### src/rtl/core/sss_pkg.sv
// Shared types and constants for the sorted set store.
// Used by the cell, the controller, the top level and the checker.
package sss_pkg;

    localparam int CAPACITY  = 16;
    localparam int ELEM_BITS = 32;
    localparam int CNT_W     = $clog2(CAPACITY + 1);

    typedef enum logic [1:0] {
        MODE_ADD    = 2'd0,
        MODE_REMOVE = 2'd1,
        MODE_QUERY  = 2'd2,
        MODE_LIST   = 2'd3
    } t_mode;

    typedef enum logic [1:0] {
        OP_HOLD   = 2'd0,
        OP_INSERT = 2'd1,
        OP_REMOVE = 2'd2,
        OP_ROTATE = 2'd3
    } t_cell_op;

    typedef struct packed {
        logic [1:0]         mode;
        logic signed [31:0] elem;
    } t_in_word;

    typedef struct packed {
        logic               was_member;
        logic [4:0]         count;
        logic               is_empty;
        logic signed [31:0] smallest;
        logic               status;
        logic signed [31:0] listed_value;
        logic               last;
    } t_out_word;

    // Command broadcast to every cell of the chain.
    typedef struct packed {
        t_cell_op                      op;
        logic signed [ELEM_BITS-1:0]   key;
    } t_cell_cmd;

    // Summary of the chain seen by the controller.
    typedef struct packed {
        logic                          member;
        logic signed [ELEM_BITS-1:0]   head;
    } t_chain_stat;

endpackage

### src/rtl/core/sss_cell.sv
// One storage cell of the sorted chain: compares its element with the key
// and shifts toward either neighbor. Depends on sss_pkg.
module sss_cell
    import sss_pkg::*;
(
    input  logic                        i_clk,
    input  t_cell_cmd                   i_cmd,
    input  logic                        i_occ,
    input  logic                        i_tail,
    input  logic signed [ELEM_BITS-1:0] i_left,
    input  logic                        i_left_lt,
    input  logic signed [ELEM_BITS-1:0] i_right,
    input  logic signed [ELEM_BITS-1:0] i_head,
    output logic signed [ELEM_BITS-1:0] o_value,
    output logic                        o_lt,
    output logic                        o_eq
);

    logic signed [ELEM_BITS-1:0] r_value;
    logic signed [ELEM_BITS-1:0] n_value;

    assign o_lt    = i_occ && (r_value < i_cmd.key);
    assign o_eq    = i_occ && (r_value == i_cmd.key);
    assign o_value = r_value;

    always_comb begin
        n_value = r_value;
        case (i_cmd.op)
            OP_INSERT: begin
                // The first cell not below the key takes the key; the ones
                // after it take their left neighbor.
                if (!o_lt) begin
                    n_value = i_left_lt ? i_cmd.key : i_left;
                end
            end
            OP_REMOVE: begin
                if (!o_lt) begin
                    n_value = i_right;
                end
            end
            OP_ROTATE: begin
                if (i_occ) begin
                    n_value = i_tail ? i_head : i_right;
                end
            end
            default: begin
                n_value = r_value;
            end
        endcase
    end

    always_ff @(posedge i_clk) begin
        r_value <= n_value;
    end

endmodule

### src/rtl/core/sss_ctrl.sv
// Controller of the sorted set store: element count, listing sequencer
// and output register. Depends on sss_pkg.
module sss_ctrl
    import sss_pkg::*;
(
    input  logic        i_clk,
    input  logic        i_rst_n,
    input  logic        i_in_valid,
    output logic        o_in_stall,
    input  t_in_word    i_in,
    output logic        o_out_valid,
    input  logic        i_out_stall,
    output t_out_word   o_out,
    input  t_chain_stat i_stat,
    output t_cell_cmd   o_cmd,
    output logic [CNT_W-1:0] o_count
);

    typedef enum logic [1:0] {
        ST_IDLE = 2'b01,
        ST_LIST = 2'b10
    } t_state;

    t_state                      r_state, n_state;
    logic [CNT_W-1:0]            r_count, n_count;
    logic [CNT_W-1:0]            r_left, n_left;
    logic signed [ELEM_BITS-1:0] r_min, n_min;
    logic                        r_out_valid, n_out_valid;
    t_out_word                   r_out, n_out;

    logic out_free;
    logic in_acc;
    logic full;

    assign out_free   = !r_out_valid || !i_out_stall;
    assign o_in_stall = (r_state != ST_IDLE) || !out_free;
    assign in_acc     = i_in_valid && !o_in_stall;
    assign full       = (r_count == CNT_W'(CAPACITY));
    assign o_count    = r_count;

    always_comb begin
        n_state     = r_state;
        n_count     = r_count;
        n_left      = r_left;
        n_min       = r_min;
        n_out_valid = r_out_valid && i_out_stall;
        n_out       = r_out;
        o_cmd.op    = OP_HOLD;
        o_cmd.key   = ELEM_BITS'(i_in.elem);

        if (in_acc) begin
            n_out_valid        = 1'b1;
            n_out              = '0;
            n_out.last         = 1'b1;
            case (t_mode'(i_in.mode))
                MODE_ADD: begin
                    n_out.was_member = i_stat.member;
                    if (!i_stat.member) begin
                        if (full) begin
                            n_out.status = 1'b1;
                        end else begin
                            o_cmd.op = OP_INSERT;
                            n_count  = r_count + CNT_W'(1);
                        end
                    end
                end
                MODE_REMOVE: begin
                    n_out.was_member = i_stat.member;
                    if (i_stat.member) begin
                        o_cmd.op = OP_REMOVE;
                        n_count  = r_count - CNT_W'(1);
                    end
                end
                MODE_QUERY: begin
                    n_out.was_member = i_stat.member;
                end
                MODE_LIST: begin
                    if (r_count != '0) begin
                        // Results come from the sequencer, one per cycle while the output is not stalled.
                        n_out_valid = 1'b0;
                        n_state     = ST_LIST;
                        n_left      = r_count;
                        n_min       = i_stat.head;
                    end
                end
                default: begin
                    n_out = '0;
                end
            endcase
            n_out.count    = 5'(n_count);
            n_out.is_empty = (n_count == '0);
        end else if (r_state == ST_LIST && out_free) begin
            // The head cell is emitted and the occupied cells rotate by one,
            // so after count steps the chain is back in order.
            o_cmd.op           = OP_ROTATE;
            n_out_valid        = 1'b1;
            n_out              = '0;
            n_out.count        = 5'(r_count);
            n_out.listed_value = 32'(i_stat.head);
            n_out.last         = (r_left == CNT_W'(1));
            n_left             = r_left - CNT_W'(1);
            if (r_left == CNT_W'(1)) begin
                n_state = ST_IDLE;
            end
        end
    end

    always_ff @(posedge i_clk) begin
        if (!i_rst_n) begin
            r_state     <= ST_IDLE;
            r_count     <= '0;
            r_left      <= '0;
            r_out_valid <= 1'b0;
        end else begin
            r_state     <= n_state;
            r_count     <= n_count;
            r_left      <= n_left;
            r_out_valid <= n_out_valid;
        end
    end

    always_ff @(posedge i_clk) begin
        r_min <= n_min;
        r_out <= n_out;
    end

    always_comb begin
        o_out = r_out;
        if (r_out.is_empty) begin
            o_out.smallest = '0;
        end else if (r_state == ST_LIST) begin
            o_out.smallest = 32'(r_min);
        end else begin
            o_out.smallest = 32'(i_stat.head);
        end
    end

    assign o_out_valid = r_out_valid;

endmodule

### src/rtl/core/sorted_set_store.sv
// Sorted set store: keeps up to CAPACITY distinct signed elements in
// ascending order in a chain of compare-and-shift cells. For add, remove
// and query every cell compares against the element in parallel, the chain
// shifts on the edge that takes the word and the result word is registered
// on that same edge. A listing of n stored elements holds the input off
// while the sequencer emits one result word per element as the chain
// rotates through its head cell. A listing of an empty set answers with a
// single word like the other modes. A stalled result word also holds the
// input off. A new word is taken as soon as the previous result register is
// free or is being taken.
module sorted_set_store
    import sss_pkg::*;
(
    input  logic      i_clk,
    input  logic      i_rst_n,
    input  logic      i_in_valid,
    output logic      o_in_stall,
    input  t_in_word  i_in,
    output logic      o_out_valid,
    input  logic      i_out_stall,
    output t_out_word o_out
);

    t_cell_cmd                   w_cmd;
    t_chain_stat                 w_stat;
    logic [CNT_W-1:0]            w_count;
    logic signed [ELEM_BITS-1:0] w_value [CAPACITY];
    logic [CAPACITY-1:0]         w_lt;
    logic [CAPACITY-1:0]         w_eq;

    assign w_stat.member = |w_eq;
    assign w_stat.head   = w_value[0];

    genvar gi;
    generate
        for (gi = 0; gi < CAPACITY; gi++) begin : g_cell
            logic signed [ELEM_BITS-1:0] w_left;
            logic                        w_left_lt;
            logic signed [ELEM_BITS-1:0] w_right;

            if (gi == 0) begin : g_first
                // A virtual cell below everything sits left of the head.
                assign w_left    = w_value[gi];
                assign w_left_lt = 1'b1;
            end else begin : g_mid
                assign w_left    = w_value[gi-1];
                assign w_left_lt = w_lt[gi-1];
            end

            if (gi == CAPACITY - 1) begin : g_end
                assign w_right = w_value[gi];
            end else begin : g_inner
                assign w_right = w_value[gi+1];
            end

            sss_cell u_cell (
                .i_clk     (i_clk),
                .i_cmd     (w_cmd),
                .i_occ     (w_count > CNT_W'(gi)),
                .i_tail    (w_count == CNT_W'(gi + 1)),
                .i_left    (w_left),
                .i_left_lt (w_left_lt),
                .i_right   (w_right),
                .i_head    (w_value[0]),
                .o_value   (w_value[gi]),
                .o_lt      (w_lt[gi]),
                .o_eq      (w_eq[gi])
            );
        end
    endgenerate

    sss_ctrl u_ctrl (
        .i_clk       (i_clk),
        .i_rst_n     (i_rst_n),
        .i_in_valid  (i_in_valid),
        .o_in_stall  (o_in_stall),
        .i_in        (i_in),
        .o_out_valid (o_out_valid),
        .i_out_stall (i_out_stall),
        .o_out       (o_out),
        .i_stat      (w_stat),
        .o_cmd       (w_cmd),
        .o_count     (w_count)
    );

endmodule

### config.mk
export PLATFORM = sky130hd
export DESIGN_NAME = sorted_set_store
export DESIGN_NICKNAME = d
export VERILOG_FILES = /design/src/rtl/core/sss_pkg.sv /design/src/rtl/core/sss_cell.sv /design/src/rtl/core/sss_ctrl.sv /design/src/rtl/core/sorted_set_store.sv
export SDC_FILE = /design/constraint.sdc
export NUM_CORES = 2
export LEC_CHECK = 0
export BUFFER_PORTS_ARGS = -buffer_cell sky130_fd_sc_hd__buf_4
export CORE_MARGIN = 2
export CORE_UTILIZATION = 44
export DETAILED_ROUTE_END_ITERATION = 16
export GPL_TIMING_DRIVEN = 0
export PLACE_DENSITY = 0.6
export SYNTH_ARGS = -nofsm -noshare
export SYNTH_HDL_FRONTEND = slang
export SYNTH_HIERARCHICAL = 1
export SYNTH_SLANG_ARGS = --single-unit
### constraint.sdc
create_clock -name i_clk -period 16.8 [get_ports i_clk]
set_input_delay 3.36 -clock i_clk [delete_from_list [all_inputs] [get_ports i_clk]]
set_output_delay 3.36 -clock i_clk [all_outputs]
set_load 0.005 [all_outputs]
======== Word level (Yosys, flattened, before mapping) ========
Cells that the tools add are included.
W data, S select, Z words.
word-level totals
  register bits after elaboration ......... 598
  bits of input ports ..................... 38
  output and inout bits ................... 75
  logic and storage cells ................. 349
cells by class
  add/subtract/negate cells ............... 3
  order comparisons ....................... 32
  equality and inequality tests ........... 92
  muxes and demuxes ....................... 126
  reductions and logical operators ........ 69
operators with widths
  operator               count
  $mux W32               80
  $pmux W32 S3           15
  $eq A32 B32 Y1         16
  $lt A32 B32 Y1         16
  $mux W73               2
  $ne A2 B2 Y1 const B   34
  $pmux W32 S2           1
  $reduce_and A4 Y1      16
  $eq A5 B4 Y1 const B   8
  $gt A5 B4 Y1 const B   8
  $mux W5                8
  $ne A2 B1 Y1 const B   18
  $logic_and A1 B1 Y1    35
  $eq A5 B3 Y1 const B   4
  $gt A5 B3 Y1 const B   4
  $mux W2                9
  $reduce_or A16 Y1      1
  $eq A2 B2 Y1 const B   5
  $eq A5 B1 Y1 const B   2
  $eq A5 B2 Y1 const B   2
  $gt A5 B1 Y1 const B   2
  $gt A5 B2 Y1 const B   2
  $pmux W5 S2            1
  $sub A5 B1 Y5 const B  2
  other kinds (15)       31

======== Depth between registers and ports, before layout ========
  depth in word-level cells ............... 10
  gate-level depth with buffers ........... 16
  depth with buffers taken out ............ 13

======== Hierarchy ========
The synthesis kept the hierarchy.
by module, submodules not included
  module                            times used  cells an instance  area each (µm²)  seq. area each (µm²)
  sss_cell at g_cell[0].u_cell ...  15          299                2835.2           960.9
  sss_ctrl                          1           470                4103.9           2122.0
  sss_cell at g_cell[9].u_cell      1           297                2824.0           960.9
  sorted_set_store                  1           59                 312.8            0.0

======== Worst setup path before layout ========
Ideal clock, no wire load.
  path kind ............................... input-to-reg
  start point ............................. input i_in[31] (netlist bit)
  end point ............................... register g_cell[9].u_cell.r_value[0], enable pin
  library setup time ...................... 0.461 ns
  arrival time ............................ 12.730 ns
  data required time ...................... 16.339 ns
  setup slack ............................. 3.608 ns
  cell stages on the path ................. 15
  path buffers ............................ 3
  cells stage by stage .................... buf_4 -> inv_1 -> ha_1 -> nand4_2 -> nor4_2 -> and4_1 -> and4_1 -> nor4_1 -> nand4_1 -> clkbuf_1 -> nand2_1 -> o31ai_1 -> clkbuf_1 -> nor2_1 -> nor3_1
RTL lines
  what                  RTL line                RTL
  from (decl)           sorted_set_store.sv:18  input t_in_word i_in,
  to (signal assigned)  sss_cell.sv:53          r_value <= n_value;
  to (decl)             sss_cell.sv:19          logic signed [ELEM_BITS-1:0] r_value;

==> flow_metrics.tcl <==
set metrics [dict create \
    path_clk_slew_ps 60 \
    clkPwrFrac 0.407 \
    root_buffer "clkbuf_16" \
    crit_slowest_cell "nor4_1" \
    cts_buffer_depth 3 \
    remaining_drc_errors 0 \
    cp_cell_sequence "buf_4 > inv_1 > ha_1 > nand4_1 > nor4_1 > and4_2 > nor4_1 > nand4_1 > clkbuf_1 > nand2_1 > o31ai_4 > buf_16 > buf_8 > dlygate4sd1_1 > nor2_1 > nor3_4 > buf_16" \
    grt_max_degree 35 \
    vias 44000 \
    synth.cell_area_mm2 0.0498 \
    grt.overflow.total 0 \
    syn_to_final_growth_pct 13.3 \
    critPathBufInv 7 \
    clock_latency_ps 660 \
    cpLargestDelayFamily "simple AND/OR/NAND/NOR gates" \
    clock_skew_ps 26.4 \
    p_per_area_mw_per_mm2 67.8 \
    cts_resized 0 \
    yosysWarningCount 6 \
    max_freq_mhz 106 \
    status "finished, violations left" \
    htree_levels 3 \
    ir_drop_uv 72.7 \
    viasPerCell 6.21 \
    start_util 0.443 \
    violations "max-capacitance violations, max-slew violations" \
    worst_pin_slew_ps 1530 \
    setup_viol 0 \
    rows 123 \
    io-pin-count 113 \
    crit_required_ps 17150 \
    dpl.hpwl_um 141000 \
    synth_area_per_cell_um2 9.37 \
    fp.coreArea_mm2 0.112 \
    drtAntennaViolNets 0 \
    slew-limit-headroom -0.0227 \
    grt_pass1_vias 43300 \
    critPathCaptureType "flip-flop" \
    drt_wl_total_um 188000 \
    die_h_um 340 \
    dpl_cell_area_mm2 0.0541 \
    rsz0062_at_grt "false" \
    final_common_cell "a21oi_1" \
    hold_buffers 0 \
    cp-start-kind "primary input" \
    seq_power_share 0.451 \
    nets 6087 \
    p_comb_frac 0.142 \
    drt_first_pass_iters 5 \
    slew_viol_final 46 \
    leakagePower_nw 25.6 \
    slowest_delay_ps 850 \
    cts_made_buffers 72 \
    criticalPathCategory "in2reg" \
    power.total_mw 3.82 \
    cts_tree "built" \
    track_usage 0.317 \
    synthesis.nets 5864 \
    worstPathMaxFanout 32 \
    final_cell_mix "a21oi_1 (791), edfxtp_1 (552), inv_1 (539)" \
    synthCells 5310 \
    antenna_found_initial 14 \
    cts_setup_buffers 0 \
    hp-class "reg2reg" \
    dieArea_mm2 0.116 \
    fin_crit_sh 0.561 \
    final_hold_viol_count 0 \
    drtIter0Drc 4582 \
    io_buffers 80 \
    switching_share 0.281 \
    route.detailed.wl_per_inst_um 26.6 \
    arrival_ps 9770 \
    gp_congestion 0.928 \
    clkSinkCount 598 \
    design_area_mm2 0.0564 \
    p_int_mw 2.75 \
    maxCapViolations 2 \
    drive_gt1_frac 0.0775 \
    switchingPower_mw 1.08 \
    grt_pass1_wl_um 276000 \
    period_minus_slack_ps 9430 \
    die_x_um 340 \
]
worst min-delay path, delay by kind of cell (launching register included):
kind            cells  cell delay (ps)
compound gates      1               50
flops               1              310
simple gates        1               50
through the flow:
stage                     std cells  setup TNS, ps  hold WS [ps]   util  setup WS (ps)
final                          7090              0           456  0.502           7370
after global routing           7086              0           475  0.502           7240
after CTS                      7085              0           455  0.501           7500
after detailed placement       6958              0           447  0.481           6850
after global placement         6890       -2090520           444  0.465          -3780
after floorplan                5310              0           453      -           3610
path summary, 6_finish.rpt:
| kind | from | to | slack (ps) | cells past startpoint |
|---|---|---|---|---|
| setup reg to reg | u_ctrl/o_count[1]$_SDFFE_PN0P_ | g_cell[5].u_cell/o_value[15]$_DFFE_PP_ | 10110 | 16 |
| setup / recovery | i_in[31] | g_cell[5].u_cell/o_value[15]$_DFFE_PP_ | 7370 | 17 |
| hold / removal | u_ctrl/o_out[19]$_SDFFE_PP0P_ | u_ctrl/o_out[19]$_SDFFE_PP0P_ | 460 | 2 |
| hold reg to reg | u_ctrl/o_out[19]$_SDFFE_PP0P_ | u_ctrl/o_out[19]$_SDFFE_PP0P_ | 460 | 2 |
area by class of cell:
type	count	area, um^2
inverters	539	2020
diodes	4	10.0
clock inverters	34	183
fillers	10600	56000
multi-input cells	3831	28700
plain buffers	342	1660
repair buffers	149	2310
clock buffers	93	2090
well taps	1500	1880
flip-flops and latches	598	17500
power groups by stage:
stage	Clock (mW)	Sequential [mW]	Combinational, mW
final	1.56	1.73	0.542
after global routing	1.62	1.73	0.593
after CTS	1.57	1.72	0.527
after detailed placement	0	1.76	0.524
after global placement	0	1.78	0.454
after floorplan	0	1.73	0.332
sequential cells by signal, summed over array words and instances, names as in the netlist:
register	count
g_cell.u_cell/o_value	512
u_ctrl/r_min	32
u_ctrl/o_out_valid	1
u_ctrl/r_state	2
u_ctrl/o_count	5
u_ctrl/o_out	41
u_ctrl/r_left	5
per-layer routing:
layer / up-vias / track usage / wire length (um)
li1: 20100 / - / -
met1: 21200 / 0.409 / 75400
met2: 2153 / 0.504 / 84500
met3: 601 / 0.0586 / 16900
met4: 4 / 0.169 / 11500
met5: - / 0 / 24
(Power assumes the default switching activity.)
